`config.mk`:
```
export PLATFORM = sky130hd
export DESIGN_NAME = urn_random_draw_with_hold_unit_flat
export DESIGN_NICKNAME = d
export VERILOG_FILES = /design/src/design/urn_pkg.sv /design/src/design/urn_if.sv /design/src/design/urn_random_draw_with_hold_unit.sv /design/src/design/urn_regs.sv /design/src/design/urn_ctrl.sv /design/src/design/urn_dp.sv /design/src/flat_wrapper.sv
export VERILOG_INCLUDE_DIRS = /design/src /design/src/design
export SDC_FILE = /design/constraint.sdc
export NUM_CORES = 2
export LEC_CHECK = 0
export CAP_MARGIN = 30
export CORE_AREA = 2 2 349 351
export DETAILED_ROUTE_END_ITERATION = 10
export DIE_AREA = 0 0 351 353
export DONT_BUFFER_PORTS = 1
export GPL_ROUTABILITY_DRIVEN = 1
export HOLD_SLACK_MARGIN = 0.15
export PLACE_DENSITY = 0.75
export SETUP_SLACK_MARGIN = 0.15
export SLEW_MARGIN = 20
export SYNTH_ARGS = -nofsm -noshare
export SYNTH_HDL_FRONTEND = slang
export SYNTH_SLANG_ARGS = --single-unit
```
`constraint.sdc`:
```
create_clock -name clk -period 8.5 [get_ports clk]
set_input_delay 2.125 -clock clk [delete_from_list [all_inputs] [get_ports clk]]
set_output_delay 2.125 -clock clk [all_outputs]
set_load 0.1 [all_outputs]
```
`src/design/urn_random_draw_with_hold_unit_macros.svh`:
```
// Assertion helpers; the enclosing module provides clk and arst_n.
`ifndef URN_RANDOM_DRAW_WITH_HOLD_UNIT_MACROS_SVH
`define URN_RANDOM_DRAW_WITH_HOLD_UNIT_MACROS_SVH

// same-cycle implication
`define URN_ASSERT_IMP(lbl, ante, cons) \
	lbl: assert property (@(posedge clk) disable iff (!arst_n) (ante) |-> (cons)) \
		else $error("urn assertion failed");

// next-cycle implication
`define URN_ASSERT_NXT(lbl, ante, cons) \
	lbl: assert property (@(posedge clk) disable iff (!arst_n) (ante) |=> (cons)) \
		else $error("urn assertion failed");

`endif

```
`src/design/urn_pkg.sv`:
```
`timescale 1ns / 1ps
package urn_pkg;

	localparam int DEF_MAX_SIZE = 256;
	localparam int DEF_MAX_HOLD = 128;

	localparam int APB_ADDR_W = 4;
	localparam int APB_DATA_W = 32;

	localparam int SIZE_FIELD_W = 9;
	localparam int HOLD_FIELD_W = 8;
	localparam int DATA_W       = 32;

	localparam int RST_SET_SIZE = 2;

	localparam logic OP_DRAW  = 1'b0;
	localparam logic OP_CLEAR = 1'b1;

	typedef enum logic [1:0] {
		REG_SET_SIZE   = 2'd0,
		REG_OFFSET     = 2'd1,
		REG_HOLD_COUNT = 2'd2
	} reg_idx_t;

	typedef struct packed {
		logic start;
		logic clear;
		logic cnt_step;
		logic mul;
		logic find_step;
		logic mark;
		logic refill_step;
	} cmd_t;

	typedef struct packed {
		logic op_clear;
		logic scan_end;
		logic cnt_zero;
		logic hit;
		logic out_free;
		logic eos;
		logic hold_zero;
		logic refill_done;
	} sts_t;

endpackage

```
`src/design/urn_if.sv`:
```
`timescale 1ns / 1ps
interface urn_req_if;
	logic              valid;
	logic              ready;
	logic              opcode;
	logic [31:0]       rand_fraction;

	modport source (output valid, output opcode, output rand_fraction, input ready);
	modport sink (input valid, input opcode, input rand_fraction, output ready);
endinterface

interface urn_rsp_if;
	logic              valid;
	logic              ready;
	logic signed [31:0] drawn_value;
	logic              end_of_set;

	modport source (output valid, output drawn_value, output end_of_set, input ready);
	modport sink (input valid, input drawn_value, input end_of_set, output ready);
endinterface

```
`src/design/urn_random_draw_with_hold_unit.sv`:
```
`timescale 1ns / 1ps
// Port   Dir  Beat contents
// req    in   opcode, rand_fraction
// rsp    out  drawn_value, end_of_set
// apb    in   set_size, offset, hold_count (byte address 4*i)
//
// Draw: the used bits are walked one per cycle, once to count free indices and once
// to locate the k-th. At end of set the used bits are cleared and the held picks are
// re-marked from the history RAM. No clearing pass after reset; req is ready at once.
// A new beat is accepted while a result waits in the rsp register; the next result
// holds in its mark step until that register is taken.
module urn_random_draw_with_hold_unit #(
	parameter int MAX_SIZE = urn_pkg::DEF_MAX_SIZE,
	parameter int MAX_HOLD = urn_pkg::DEF_MAX_HOLD
) (
	input  logic                            clk,
	input  logic                            arst_n,
	input  logic                            psel,
	input  logic                            penable,
	input  logic                            pwrite,
	input  logic [urn_pkg::APB_ADDR_W-1:0]  paddr,
	input  logic [urn_pkg::APB_DATA_W-1:0]  pwdata,
	output logic [urn_pkg::APB_DATA_W-1:0]  prdata,
	output logic                            pready,
	urn_req_if.sink                         req,
	urn_rsp_if.source                       rsp
);
	import urn_pkg::*;

	localparam int SZW = $clog2(MAX_SIZE+1);
	localparam int HW  = $clog2(MAX_HOLD+1);

	logic [SZW-1:0]    set_size;
	logic [DATA_W-1:0] offset;
	logic [HW-1:0]     hold_count;
	logic              cfg_wipe;
	cmd_t              cmd;
	sts_t              sts;

	urn_regs #(
		.MAX_SIZE(MAX_SIZE),
		.MAX_HOLD(MAX_HOLD)
	) u_regs (
		.clk       (clk),
		.arst_n    (arst_n),
		.psel      (psel),
		.penable   (penable),
		.pwrite    (pwrite),
		.paddr     (paddr),
		.pwdata    (pwdata),
		.prdata    (prdata),
		.pready    (pready),
		.set_size  (set_size),
		.offset    (offset),
		.hold_count(hold_count),
		.cfg_wipe  (cfg_wipe)
	);

	urn_ctrl u_ctrl (
		.clk      (clk),
		.arst_n   (arst_n),
		.req_valid(req.valid),
		.req_ready(req.ready),
		.sts      (sts),
		.cmd      (cmd)
	);

	urn_dp #(
		.MAX_SIZE(MAX_SIZE),
		.MAX_HOLD(MAX_HOLD)
	) u_dp (
		.clk        (clk),
		.arst_n     (arst_n),
		.cmd        (cmd),
		.sts        (sts),
		.req_opcode (req.opcode),
		.req_rand   (req.rand_fraction),
		.set_size   (set_size),
		.offset     (offset),
		.hold_count (hold_count),
		.cfg_wipe   (cfg_wipe),
		.rsp_valid  (rsp.valid),
		.rsp_ready  (rsp.ready),
		.drawn_value(rsp.drawn_value),
		.end_of_set (rsp.end_of_set)
	);

endmodule

```
`src/design/urn_regs.sv`:
```
`timescale 1ns / 1ps
module urn_regs #(
	parameter int MAX_SIZE = urn_pkg::DEF_MAX_SIZE,
	parameter int MAX_HOLD = urn_pkg::DEF_MAX_HOLD
) (
	input  logic                                clk,
	input  logic                                arst_n,
	input  logic                                psel,
	input  logic                                penable,
	input  logic                                pwrite,
	input  logic [urn_pkg::APB_ADDR_W-1:0]      paddr,
	input  logic [urn_pkg::APB_DATA_W-1:0]      pwdata,
	output logic [urn_pkg::APB_DATA_W-1:0]      prdata,
	output logic                                pready,
	output logic [$clog2(MAX_SIZE+1)-1:0]       set_size,
	output logic [urn_pkg::DATA_W-1:0]          offset,
	output logic [$clog2(MAX_HOLD+1)-1:0]       hold_count,
	output logic                                cfg_wipe
);
	import urn_pkg::*;

	localparam int SZW = $clog2(MAX_SIZE+1);
	localparam int HW  = $clog2(MAX_HOLD+1);

	logic [SZW-1:0]    size_q;
	logic [DATA_W-1:0] offset_q;
	logic [HW-1:0]     hold_q;
	logic              wr_en;
	logic [1:0]        reg_idx;
	logic [31:0]       n32, nl32, cl32, h32;
	logic [SZW-1:0]    size_d;
	logic [HW-1:0]     hold_d;
	logic              size_chg, hold_chg;

	assign wr_en   = psel && penable && pwrite;
	assign reg_idx = paddr[APB_ADDR_W-1:2];
	assign pready  = 1'b1;

	always_comb begin
		n32 = 32'(pwdata[SIZE_FIELD_W-1:0]);
		if (n32 == 32'd0) begin
			n32 = 32'd1;
		end
		if (n32 > 32'(MAX_SIZE)) begin
			n32 = 32'(MAX_SIZE);
		end
		nl32 = n32 >> 1;
		if (nl32 > 32'(MAX_HOLD)) begin
			nl32 = 32'(MAX_HOLD);
		end
		cl32 = 32'(size_q) >> 1;
		if (cl32 > 32'(MAX_HOLD)) begin
			cl32 = 32'(MAX_HOLD);
		end
		h32 = 32'(pwdata[HOLD_FIELD_W-1:0]);
		if (h32 > cl32) begin
			h32 = cl32;
		end
		size_d = n32[SZW-1:0];
		hold_d = h32[HW-1:0];
	end

	assign size_chg = wr_en && (reg_idx == REG_SET_SIZE) && (size_d != size_q);
	assign hold_chg = wr_en && (reg_idx == REG_HOLD_COUNT) && (hold_d != hold_q);
	assign cfg_wipe = size_chg || hold_chg;

	always_ff @(posedge clk or negedge arst_n) begin
		if (!arst_n) begin
			size_q   <= SZW'(RST_SET_SIZE);
			offset_q <= '0;
			hold_q   <= '0;
		end else begin
			if (size_chg) begin
				size_q <= size_d;
				if (32'(hold_q) > nl32) begin
					hold_q <= nl32[HW-1:0];
				end
			end
			if (wr_en && reg_idx == REG_OFFSET) begin
				offset_q <= pwdata[DATA_W-1:0];
			end
			if (hold_chg) begin
				hold_q <= hold_d;
			end
		end
	end

	always_comb begin
		case (reg_idx)
			REG_SET_SIZE:   prdata = APB_DATA_W'(size_q);
			REG_OFFSET:     prdata = APB_DATA_W'(offset_q);
			REG_HOLD_COUNT: prdata = APB_DATA_W'(hold_q);
			default:        prdata = '0;
		endcase
	end

	assign set_size   = size_q;
	assign offset     = offset_q;
	assign hold_count = hold_q;

endmodule

```
`src/design/urn_ctrl.sv`:
```
`timescale 1ns / 1ps
module urn_ctrl (
	input  logic          clk,
	input  logic          arst_n,
	input  logic          req_valid,
	output logic          req_ready,
	input  urn_pkg::sts_t sts,
	output urn_pkg::cmd_t cmd
);
	import urn_pkg::*;

	typedef enum logic [5:0] {
		ST_IDLE   = 6'b000001,
		ST_COUNT  = 6'b000010,
		ST_MUL    = 6'b000100,
		ST_FIND   = 6'b001000,
		ST_MARK   = 6'b010000,
		ST_REFILL = 6'b100000
	} state_t;

	state_t state_q, state_d;
	logic   accept;

	assign req_ready = (state_q == ST_IDLE);
	assign accept    = req_valid && req_ready;

	always_comb begin
		state_d = state_q;
		cmd     = '0;
		case (state_q)
			ST_IDLE: begin
				if (accept) begin
					if (sts.op_clear) begin
						cmd.clear = 1'b1;
					end else begin
						cmd.start = 1'b1;
						state_d   = ST_COUNT;
					end
				end
			end
			ST_COUNT: begin
				if (sts.scan_end) begin
					state_d = sts.cnt_zero ? ST_IDLE : ST_MUL;
				end else begin
					cmd.cnt_step = 1'b1;
				end
			end
			ST_MUL: begin
				cmd.mul = 1'b1;
				state_d = ST_FIND;
			end
			ST_FIND: begin
				cmd.find_step = 1'b1;
				if (sts.hit) begin
					state_d = ST_MARK;
				end else if (sts.scan_end) begin
					state_d = ST_IDLE;
				end
			end
			ST_MARK: begin
				if (sts.out_free) begin
					cmd.mark = 1'b1;
					state_d  = (sts.eos && !sts.hold_zero) ? ST_REFILL : ST_IDLE;
				end
			end
			ST_REFILL: begin
				cmd.refill_step = 1'b1;
				if (sts.refill_done) begin
					state_d = ST_IDLE;
				end
			end
			default: begin
				state_d = ST_IDLE;
			end
		endcase
	end

	always_ff @(posedge clk or negedge arst_n) begin
		if (!arst_n) begin
			state_q <= ST_IDLE;
		end else begin
			state_q <= state_d;
		end
	end

endmodule

```
`src/design/urn_dp.sv`:
```
`timescale 1ns / 1ps
`include "urn_random_draw_with_hold_unit_macros.svh"
module urn_dp #(
	parameter int MAX_SIZE = urn_pkg::DEF_MAX_SIZE,
	parameter int MAX_HOLD = urn_pkg::DEF_MAX_HOLD
) (
	input  logic                            clk,
	input  logic                            arst_n,
	input  urn_pkg::cmd_t                   cmd,
	output urn_pkg::sts_t                   sts,
	input  logic                            req_opcode,
	input  logic [urn_pkg::DATA_W-1:0]      req_rand,
	input  logic [$clog2(MAX_SIZE+1)-1:0]   set_size,
	input  logic [urn_pkg::DATA_W-1:0]      offset,
	input  logic [$clog2(MAX_HOLD+1)-1:0]   hold_count,
	input  logic                            cfg_wipe,
	output logic                            rsp_valid,
	input  logic                            rsp_ready,
	output logic signed [urn_pkg::DATA_W-1:0] drawn_value,
	output logic                            end_of_set
);
	import urn_pkg::*;

	localparam int SZW = $clog2(MAX_SIZE+1);
	localparam int IW  = $clog2(MAX_SIZE);
	localparam int HW  = $clog2(MAX_HOLD+1);
	localparam int HIW = (MAX_HOLD > 1) ? $clog2(MAX_HOLD) : 1;
	localparam int PW  = DATA_W + SZW;

	logic [MAX_SIZE-1:0] used_q;
	logic [IW-1:0]       hist_mem [MAX_HOLD];

	logic [SZW-1:0]    idx_q, cnt_q, k_q, seen_q;
	logic [DATA_W-1:0] rand_q;
	logic [IW-1:0]     pick_q;
	logic [HIW-1:0]    wptr_q;
	logic [HW-1:0]     fill_q, rptr_q;
	logic [IW-1:0]     rd_s1;
	logic              rd_vld_s1, rd_use_s1;
	logic              out_vld_q, out_eos_q;
	logic [DATA_W-1:0] out_val_q;

	logic              cur_free, scan_end, hit, eos, hold_zero, wipe_hist;
	logic [PW-1:0]     prod;
	logic [SZW-1:0]    k_raw;
	logic [HW-1:0]     hold_m1;

	assign scan_end  = (idx_q >= set_size);
	assign cur_free  = !used_q[idx_q[IW-1:0]];
	assign hit       = !scan_end && cur_free && (seen_q == k_q);
	assign eos       = (cnt_q == SZW'(1));
	assign hold_zero = (hold_count == '0);
	assign hold_m1   = hold_count - HW'(1);
	assign wipe_hist = cfg_wipe || cmd.clear;

	assign prod  = PW'(rand_q) * PW'(cnt_q);
	assign k_raw = prod[PW-1:DATA_W];

	assign sts.op_clear    = (req_opcode == OP_CLEAR);
	assign sts.scan_end    = scan_end;
	assign sts.cnt_zero    = (cnt_q == '0);
	assign sts.hit         = hit;
	assign sts.out_free    = !out_vld_q || rsp_ready;
	assign sts.eos         = eos;
	assign sts.hold_zero   = hold_zero;
	assign sts.refill_done = (rptr_q >= hold_count) && !rd_vld_s1;

	// scan counters and draw operands
	always_ff @(posedge clk) begin
		if (cmd.start) begin
			rand_q <= req_rand;
			idx_q  <= '0;
			cnt_q  <= '0;
		end else if (cmd.cnt_step) begin
			if (cur_free) begin
				cnt_q <= cnt_q + SZW'(1);
			end
			idx_q <= idx_q + SZW'(1);
		end else if (cmd.mul) begin
			k_q    <= (k_raw >= cnt_q) ? cnt_q - SZW'(1) : k_raw;
			idx_q  <= '0;
			seen_q <= '0;
		end else if (cmd.find_step && !scan_end) begin
			if (hit) begin
				pick_q <= idx_q[IW-1:0];
			end else if (cur_free) begin
				seen_q <= seen_q + SZW'(1);
			end
			idx_q <= idx_q + SZW'(1);
		end
	end

	// used bits
	always_ff @(posedge clk or negedge arst_n) begin
		if (!arst_n) begin
			used_q <= '0;
		end else if (wipe_hist || (cmd.mark && eos)) begin
			used_q <= '0;
		end else if (cmd.mark) begin
			used_q[pick_q] <= 1'b1;
		end else if (cmd.refill_step && rd_vld_s1) begin
			used_q[rd_use_s1 ? rd_s1 : IW'(0)] <= 1'b1;
		end
	end

	// hold history ring
	always_ff @(posedge clk) begin
		if (cmd.mark && !hold_zero) begin
			hist_mem[wptr_q] <= pick_q;
		end
		rd_s1 <= hist_mem[rptr_q[HIW-1:0]];
	end

	always_ff @(posedge clk or negedge arst_n) begin
		if (!arst_n) begin
			wptr_q    <= '0;
			fill_q    <= '0;
			rptr_q    <= '0;
			rd_vld_s1 <= 1'b0;
			rd_use_s1 <= 1'b0;
		end else begin
			if (wipe_hist) begin
				wptr_q <= '0;
				fill_q <= '0;
			end else if (cmd.mark && !hold_zero) begin
				wptr_q <= (wptr_q == hold_m1[HIW-1:0]) ? '0 : wptr_q + HIW'(1);
				if (fill_q != hold_count) begin
					fill_q <= fill_q + HW'(1);
				end
			end
			if (cmd.mark) begin
				rptr_q    <= '0;
				rd_vld_s1 <= 1'b0;
			end else if (cmd.refill_step) begin
				rd_vld_s1 <= (rptr_q < hold_count);
				rd_use_s1 <= (rptr_q < fill_q);
				if (rptr_q < hold_count) begin
					rptr_q <= rptr_q + HW'(1);
				end
			end
		end
	end

	// result register
	always_ff @(posedge clk or negedge arst_n) begin
		if (!arst_n) begin
			out_vld_q <= 1'b0;
		end else if (cmd.mark) begin
			out_vld_q <= 1'b1;
		end else if (rsp_ready) begin
			out_vld_q <= 1'b0;
		end
	end

	always_ff @(posedge clk) begin
		if (cmd.mark) begin
			out_val_q <= DATA_W'(pick_q) + offset;
			out_eos_q <= eos;
		end
	end

	assign rsp_valid   = out_vld_q;
	assign drawn_value = out_val_q;
	assign end_of_set  = out_eos_q;

	`URN_ASSERT_IMP(a_cnt_range, cmd.mul, cnt_q <= set_size)
	`URN_ASSERT_IMP(a_pick_range, cmd.mark, SZW'(pick_q) < set_size)
	`URN_ASSERT_IMP(a_hist_ptrs, !hold_zero, (HW'(wptr_q) < hold_count) && (fill_q <= hold_count))
	`URN_ASSERT_NXT(a_pick_marked, cmd.mark && !eos, used_q[pick_q])

endmodule
```
`src/flat_wrapper.sv`:
```
// flat-port wrapper written by rule: the top's interface ports become plain ports
module urn_random_draw_with_hold_unit_flat import urn_pkg::*;
#(
	parameter int MAX_SIZE = urn_pkg::DEF_MAX_SIZE,
	parameter int MAX_HOLD = urn_pkg::DEF_MAX_HOLD
)
  (clk, arst_n, psel, penable, pwrite, paddr, pwdata, prdata, pready, req_valid, req_opcode, req_rand_fraction, req_ready, rsp_valid, rsp_drawn_value, rsp_end_of_set, rsp_ready);
  urn_req_if req_i ();
  urn_rsp_if rsp_i ();
  input  logic clk;
  input  logic arst_n;
  input  logic psel;
  input  logic penable;
  input  logic pwrite;
  input  logic [urn_pkg::APB_ADDR_W-1:0] paddr;
  input  logic [urn_pkg::APB_DATA_W-1:0] pwdata;
  output logic [urn_pkg::APB_DATA_W-1:0] prdata;
  output logic pready;
  input wire logic [$bits(req_i.valid)-1:0] req_valid;
  input wire logic [$bits(req_i.opcode)-1:0] req_opcode;
  input wire logic [$bits(req_i.rand_fraction)-1:0] req_rand_fraction;
  output wire logic [$bits(req_i.ready)-1:0] req_ready;
  output wire logic [$bits(rsp_i.valid)-1:0] rsp_valid;
  output wire logic [$bits(rsp_i.drawn_value)-1:0] rsp_drawn_value;
  output wire logic [$bits(rsp_i.end_of_set)-1:0] rsp_end_of_set;
  input wire logic [$bits(rsp_i.ready)-1:0] rsp_ready;
  assign req_i.valid = req_valid;
  assign req_i.opcode = req_opcode;
  assign req_i.rand_fraction = req_rand_fraction;
  assign req_ready = req_i.ready;
  assign rsp_valid = rsp_i.valid;
  assign rsp_drawn_value = rsp_i.drawn_value;
  assign rsp_end_of_set = rsp_i.end_of_set;
  assign rsp_i.ready = rsp_ready;
  urn_random_draw_with_hold_unit #(.MAX_SIZE(MAX_SIZE), .MAX_HOLD(MAX_HOLD)) u_core (.clk(clk), .arst_n(arst_n), .psel(psel), .penable(penable), .pwrite(pwrite), .paddr(paddr), .pwdata(pwdata), .prdata(prdata), .pready(pready), .req(req_i), .rsp(rsp_i));
endmodule
```
# --- Word-level counts from Yosys, hierarchy flattened ---
# Memory sizes are Yosys's and may differ from the RTL's. A register that Yosys moved wholly into a read port is not among the register bits.
# Index checks and enable logic that the tools add are counted.
op_classes:
  n_addsub: 9
  n_mul: 1
  n_lt_le_gt_ge: 15
  n_eq_ne: 22
  n_mux: 62
  bitwise: 7
  n_reduce_logical: 50
ops:
  columns: ["cell", "count"]
  rows:
  - ["2-to-1 mux 256 bit", 3]
  - ["OR 256 bit", 2]
  - ["2-to-1 mux 8 bit", 13]
  - ["one-hot mux 32 bit (3 select lines)", 1]
  - ["2-to-1 mux 9 bit", 9]
  - ["2-to-1 mux 6 bit", 8]
  - ["multiplier 32 x 9 -> 41 bit", 1]
  - ["one-hot mux 6 bit (6 select lines)", 1]
  - ["adder 8 x 32 -> 32 bit", 1]
  - ["> comparator 32 x 9 -> 1 bit (second input constant)", 1]
  - ["> comparator 8 x 32 -> 1 bit", 1]
  - ["> comparator 31 x 8 -> 1 bit (second input constant)", 1]
  - ["adder 9 x 1 -> 9 bit (second input constant)", 3]
  - ["< comparator 8 x 9 -> 1 bit (second input constant)", 3]
  - ["2-to-1 mux 7 bit", 3]
  - ["greater-or-equal comparator 9 bit", 2]
  - ["logical AND 1 bit", 18]
  - ["zero test 9 bit", 2]
  - ["2-to-1 mux 1 bit", 18]
  - ["adder 8 x 1 -> 8 bit (second input constant)", 2]
  - ["demux 1 bit (select 8 bit)", 2]
  - ["greater-or-equal comparator 8 x 1 -> 1 bit (second input constant)", 2]
  - ["< comparator 8 bit", 2]
  - ["inequality test 8 bit", 2]
  - ["other kinds (35)", 65]
totals:
  reg_bits: 446
  ram_bits: 1024
  in_bits: 76
  out_inout_bits: 68
  word_cells: 186
  n_memories: 1
mem_list:
  columns: ["memory", "words", "width", "read_ports", "rd_clocked_by_memory_dff", "wr", "line", "source"]
  rows:
  - ["u_core.u_dp.hist_mem", 128, 8, 1, 1, 1, "urn_dp.sv:31", "logic [IW-1:0] hist_mem [MAX_HOLD];"]

# --- Longest topological paths before layout ---
depth:
  depth_word: 10
  mapped_depth: 29
  ltp_nobuf: 26

# --- Modules after synthesis ---
# A second synthesis with hierarchy kept.
unflattened:
  cells_unflattened: 5161
  area_unflattened_um2: 72474.5
modules_own_cells:
  columns: ["mod", "instances", "cells_each", "area_per_inst_um2", "seq_area_each_um2"]
  rows:
  - ["urn_dp", 1, 4798, 68856.0, 41059.4]
  - ["urn_regs", 1, 313, 3170.5, 1227.4]
  - ["urn_ctrl", 1, 50, 447.9, 151.4]

# --- Worst setup path after synthesis ---
# No wires, ideal clock.
synth_timing:
  path_kind: "input-to-output"
  startpoint: "input paddr[2] in the netlist's numbering"
  endpoint: "output prdata[0] in the netlist's numbering"
  arrival_ns: 4.788
  t_required_ns: 6.375
  slack_ns: 1.587
  stages: 3
  path_buffers: 1
  cell_sequence: "buf_1 -> mux2i_1 -> o21ai_0"
synth_between:
  elab_chain_cells: 2
  word_cells_on_any_way: 4
  classes_between: "eq/ne: 2; mux: 1; reduce/logical: 1"
synth_lines:
  columns: ["item", "line", "source"]
  rows:
  - ["from (decl)", "flat_wrapper.sv:15", "input logic [urn_pkg::APB_ADDR_W-1:0] paddr;"]
  - ["equality test 2 bit (tied with other cells)", "urn_regs.sv:89", "case (reg_idx)"]
  - ["one-hot mux 32 bit (3 select lines) (*)", "urn_regs.sv:89", null]
  - ["to (decl)", "flat_wrapper.sv:17", "output logic [urn_pkg::APB_DATA_W-1:0] prdata;"]
# Every way passes the cells marked *; elsewhere a longest branch is shown, timed or not.

# --- Worst setup path in the final report ---
layout_timing:
  startpoint: "register u_core.u_dp.cnt_q[2]"
  endpoint: "register u_core.u_dp.k_q[7] (data pin)"
layout_between:
  elab_chain_cells: 3
  word_cells_on_any_way: 4
  classes_between: "add/sub: 1; mul: 1; order compare: 1; mux: 1"
layout_lines:
  columns: ["item", "line", "source"]
  rows:
  - ["from (decl)", "urn_dp.sv:33", "logic [SZW-1:0] idx_q, cnt_q, k_q, seen_q;"]
  - ["from (signal assigned)", "urn_dp.sv:76", "cnt_q <= cnt_q + SZW'(1);"]
  - ["multiplier 32 x 9 -> 41 bit", "urn_dp.sv:56", "assign prod = PW'(rand_q) * PW'(cnt_q);"]
  - ["greater-or-equal comparator 9 bit", "urn_dp.sv:80", "k_q <= (k_raw >= cnt_q) ? cnt_q - SZW'(1) : k_raw;"]
  - ["2-to-1 mux 9 bit (*)", "urn_dp.sv:80", null]
  - ["to (signal assigned)", "urn_dp.sv:80", null]
  - ["to (decl)", "urn_dp.sv:33", null]
# Marked as above.
# A chain may end at the register's enable or synchronous reset.

==> qor.log <==
[sta] Max Clk Rate 132 MHz
[global_route] number of antenna violations at the first check in global routing 3
[worst_setup_path] Setup crit start u_core.u_dp.cnt_q[2]$_SDFFE_PP0P_
[sta] sum of negative setup slack 0 ps
[yosys] number of distinct library cell variants in the gate-level netlist after synthesis 76
[worst_setup_path] Worst Path Max Fanout 20
[clock_network] number of post-CTS setup repair buffers 0
[sta] setup ws final 908 ps
[yosys] post-synthesis sequential area ratio 0.592
[sta] fin crit share 0.893
[global_route] maximum number of pins on one net before global-route repair 338
[layout] P&R area growth vs syn 9.94%
[sta] final worst clock skew 24.4 ps
[power_and_ir_drop] PwrDens 212 nW/um^2
[power_and_ir_drop] portion of total power attributed to the clock network 0.382
[min_path] class of the tightest hold or removal check reg -> reg
[layout] Diodes inserted 0
[placement] setup slack after placement 895 ps
[route] vias after detailed routing 44200
[power_and_ir_drop] leakage 27.7 nW
[flow_run] max cap viols 0
[worst_setup_path] Critical Path Sink Type flop
[layout] commonest non-fill, non-tap cell in the layout sky130_fd_sc_hd__edfxtp_1
[sta] Fin. Hold Viols 0
[sta] final number of setup-violating endpoints 0
[clock_network] count of instances resized after the clock tree is built 0
[clock_network] # clock sinks 1478
[yosys] synthesized instance count 4746
[floorplanning] Chip Height 353 um
[floorplanning] total core area 121000 um^2
[layout] NumNets Final 5130
[sta] setup repair after global routing missed its margin no
[power_and_ir_drop] combinational share of power 0.132
[layout] proportion of layout cells with a drive suffix above 1 0.174
[yosys] predominant post-synthesis flop cell sky130_fd_sc_hd__edfxtp_1
[clock_network] source-to-sink clock delay at the later pin of the worst-skew pair 800 ps
[floorplanning] Top-Level Pins 144
[clock_network] TritonCTS clock tree yes
[placement] final RePlAce weighted congestion 0.898
[worst_setup_path] classification of the worst setup path reg -> reg
[route] Detailed Route Iter0 Violations 6156
[yosys] per-instance average area after synthesis 15.1 um^2
[status] status complete, no violations
[route] final routed wire length divided by cell count 28.7 um
[power_and_ir_drop] worst-case vdd ir drop 222 uV
[sta] final critical path time including I/O delays and setup 7590 ps
[power_and_ir_drop] switching part of the total power 0.266
[route] via count normalized by instance count 6.85
[layout] most frequent cells in the layout sky130_fd_sc_hd__edfxtp_1, sky130_fd_sc_hd__mux4_2, sky130_fd_sc_hd__dfrtp_1
[yosys] area of the mapped netlist 71700 um^2
[worst_setup_path] worst r2r src u_core.u_dp.cnt_q[2]$_SDFFE_PP0P_
[yosys] number of enable flip-flop cells after synthesis 1115
[yosys] Post-Syn Nets 5157
[worst_setup_path] CP Launch Type flop
[floorplanning] floorplan die width 351 um
[global_route] vias in the first global route 44500
[power_and_ir_drop] Internal 12.3 mW
[placement] Buffers on Ports 0
[power_and_ir_drop] total net switching power 4.44 mW
[power_and_ir_drop] register share of total power 0.486
[floorplanning] num rows 128
[sta] Final Slew Violations 0
[clock_network] H-Tree Depth 4
[floorplanning] initial core utilization 0.595
[sta] normalized max-slew margin 0.0297
[clock_network] clock buffers created by TritonCTS 149
[route] Routed WL 186000 um
[placement] HPWL after DPL 108000 um
[route] TritonRoute pass-1 iters 6
[clock_network] Clock transition at path regs 60 ps
[min_path] source of the worst hold timing path u_core.u_dp.idx_q[8]$_SDFFE_PP0P_
[route] final antenna-violating net count 0
[global_route] global router's overall resource usage 0.301
[worst_setup_path] CP Data Required Time 9080 ps
[route] detailed-route DRC error count 0
[clock_network] number of hold buffers added after CTS 0
[clock_network] root buffer cell sky130_fd_sc_hd__clkbuf_16
[global_route] GRT Residual Overflow 0
[yosys] register bit count reported by yosys 1478
[yosys] share of synthesized registers carrying an async set or reset 0.228
[yosys] warnings from Yosys 0
[global_route] global-route wire length before repair 280000 um
[sta] Worst Max-Slew Pin Slew 1460 ps
[floorplanning] total die area 124000 um^2
[clock_network] CTS max path bufs 3
[worst_setup_path] Data arrival, critical path 8170 ps
flip-flops by register name (all words and copies together) (netlist names), 9 cells and up:
signal and flops:
u_core.u_dp.cnt_q 9, u_core.u_dp.drawn_value 32, u_core.u_dp.hist_mem 1024, u_core.u_dp.idx_q 9, u_core.u_dp.k_q 9, u_core.u_dp.rand_q 32
u_core.u_dp.seen_q 9, u_core.u_dp.used_q 256, u_core.u_regs.offset 32, u_core.u_regs.set_size 9
synthesized netlist by cell type, drive strengths merged (6+ instances only):
master | count | area [um^2]
nor2 | 262 | 983
buf | 72 | 322
a21o | 26 | 195
nand2b | 23 | 144
xor2 | 42 | 368
nor4b | 130 | 1140
or3 | 12 | 75.1
nor2b | 24 | 150
o22ai | 14 | 87.6
ha | 124 | 1550
xnor2 | 66 | 578
clkbuf | 253 | 950
o21a | 8 | 60.1
nor4 | 22 | 138
dfxtp | 26 | 521
inv | 305 | 1140
mux4 | 394 | 8870
or4 | 6 | 45.0
a31oi | 7 | 43.8
and2 | 203 | 1270
nand3 | 57 | 285
edfxtp | 1115 | 33500
nand2 | 237 | 897
o31ai | 7 | 52.6
nand3b | 11 | 82.6
o21ai | 54 | 270
a21oi | 59 | 295
nor3 | 167 | 851
mux2 | 55 | 619
fa | 211 | 4220
nand4 | 27 | 169
dfrtp | 335 | 8380
and3 | 11 | 68.8
a211oi | 11 | 82.6
a221oi | 261 | 2290
mux2i | 41 | 410
stage by stage:
step | area, um^2 | instances | total power, mW | util | hold WS, ps
2_1_floorplan | 71700 | 4746 | 9.80 | - | 435
3_3_place_gp | 73400 | 6149 | 10.3 | 0.609 | 478
3_5_place_dp | 73900 | 6178 | 10.4 | 0.613 | 511
4_1_cts | 78600 | 6441 | 16.7 | 0.652 | 519
5_1_grt | 78800 | 6456 | 17.3 | 0.654 | 556
6_report | 78800 | 6456 | 16.7 | 0.654 | 511
path summary, 6_finish.rpt:
check / end / slack [ps] / cells past startpoint
worst max-delay path: u_core.u_dp.k_q[7]$_DFFE_PP_ / 910 / 26
worst min-delay path: u_core.u_dp.idx_q[8]$_SDFFE_PP0P_ / 510 / 2
worst max register to register: u_core.u_dp.k_q[7]$_DFFE_PP_ / 910 / 26
worst min register to register: u_core.u_dp.idx_q[8]$_SDFFE_PP0P_ / 510 / 2
max in group asynchronous: u_core.u_dp.used_q[241]$_DFFE_PN0P_ / 5750 / 2
min in group asynchronous: u_core.u_regs.offset[15]$_DFFE_PN0P_ / 1050 / 0
worst max-delay path, cell delays in order, from the launching register on:
cell and delay [ps]:
sky130_fd_sc_hd__dfxtp_1 980, sky130_fd_sc_hd__nand2_1 180, sky130_fd_sc_hd__fa_1 580, sky130_fd_sc_hd__inv_1 50, sky130_fd_sc_hd__fa_1 490, sky130_fd_sc_hd__inv_1 50
sky130_fd_sc_hd__fa_1 460, sky130_fd_sc_hd__fa_1 540, sky130_fd_sc_hd__inv_1 40, sky130_fd_sc_hd__ha_1 290, sky130_fd_sc_hd__nand4bb_1 100, sky130_fd_sc_hd__or3_1 350
sky130_fd_sc_hd__a21oi_1 300, sky130_fd_sc_hd__o2111ai_1 240, sky130_fd_sc_hd__o211ai_1 180, sky130_fd_sc_hd__a41oi_1 190, sky130_fd_sc_hd__o21bai_1 190, sky130_fd_sc_hd__xor2_1 230
sky130_fd_sc_hd__ha_1 270, sky130_fd_sc_hd__a21o_1 160, sky130_fd_sc_hd__a21o_1 180, sky130_fd_sc_hd__a21o_1 170, sky130_fd_sc_hd__a211o_1 280, sky130_fd_sc_hd__a21oi_1 140
sky130_fd_sc_hd__o21ai_1 220, sky130_fd_sc_hd__buf_4 240, sky130_fd_sc_hd__o31ai_1 280
kinds of logic after synthesis:
kind of cell,share of synthesized area
flip-flops,0.592
adder cells (fa/ha/maj),0.0806
buffers and inverters,0.0338
other,0.0000523
AO/OA/AOI/OAI,0.0530
XOR/XNOR,0.0132
multiplexers,0.138
AND/OR/NAND/NOR,0.0894
layer usage:
| metal | routed length, um | global-route usage | vias to the layer above |
|---|---|---|---|
| li1 | - | - | 18100 |
| met1 | 71400 | 0.436 | 22900 |
| met2 | 88100 | 0.463 | 2823 |
| met3 | 20400 | 0.0675 | 404 |
| met4 | 5590 | 0.0910 | 6 |
| met5 | 39 | 0 | - |
area by class of cell:
class | instances | area, um^2
well taps | 1625 | 2030
clock buffers | 199 | 4090
clock inverters | 64 | 603
multi-input cells | 2636 | 27000
inverters | 307 | 1150
repair buffers | 147 | 1500
fillers | 8125 | 41800
flip-flops and latches | 1478 | 42500
power groups by stage:
| stage | Combinational, mW | Sequential [mW] | Clock [mW] |
|---|---|---|---|
| after floorplan | 1.73 | 8.06 | 0 |
| after global placement | 2.04 | 8.26 | 0 |
| after detailed placement | 2.12 | 8.25 | 0 |
| after CTS | 2.15 | 8.11 | 6.43 |
| after global routing | 2.43 | 8.13 | 6.71 |
| final | 2.20 | 8.11 | 6.39 |
Note: power is estimated with default switching activity, not from simulation.
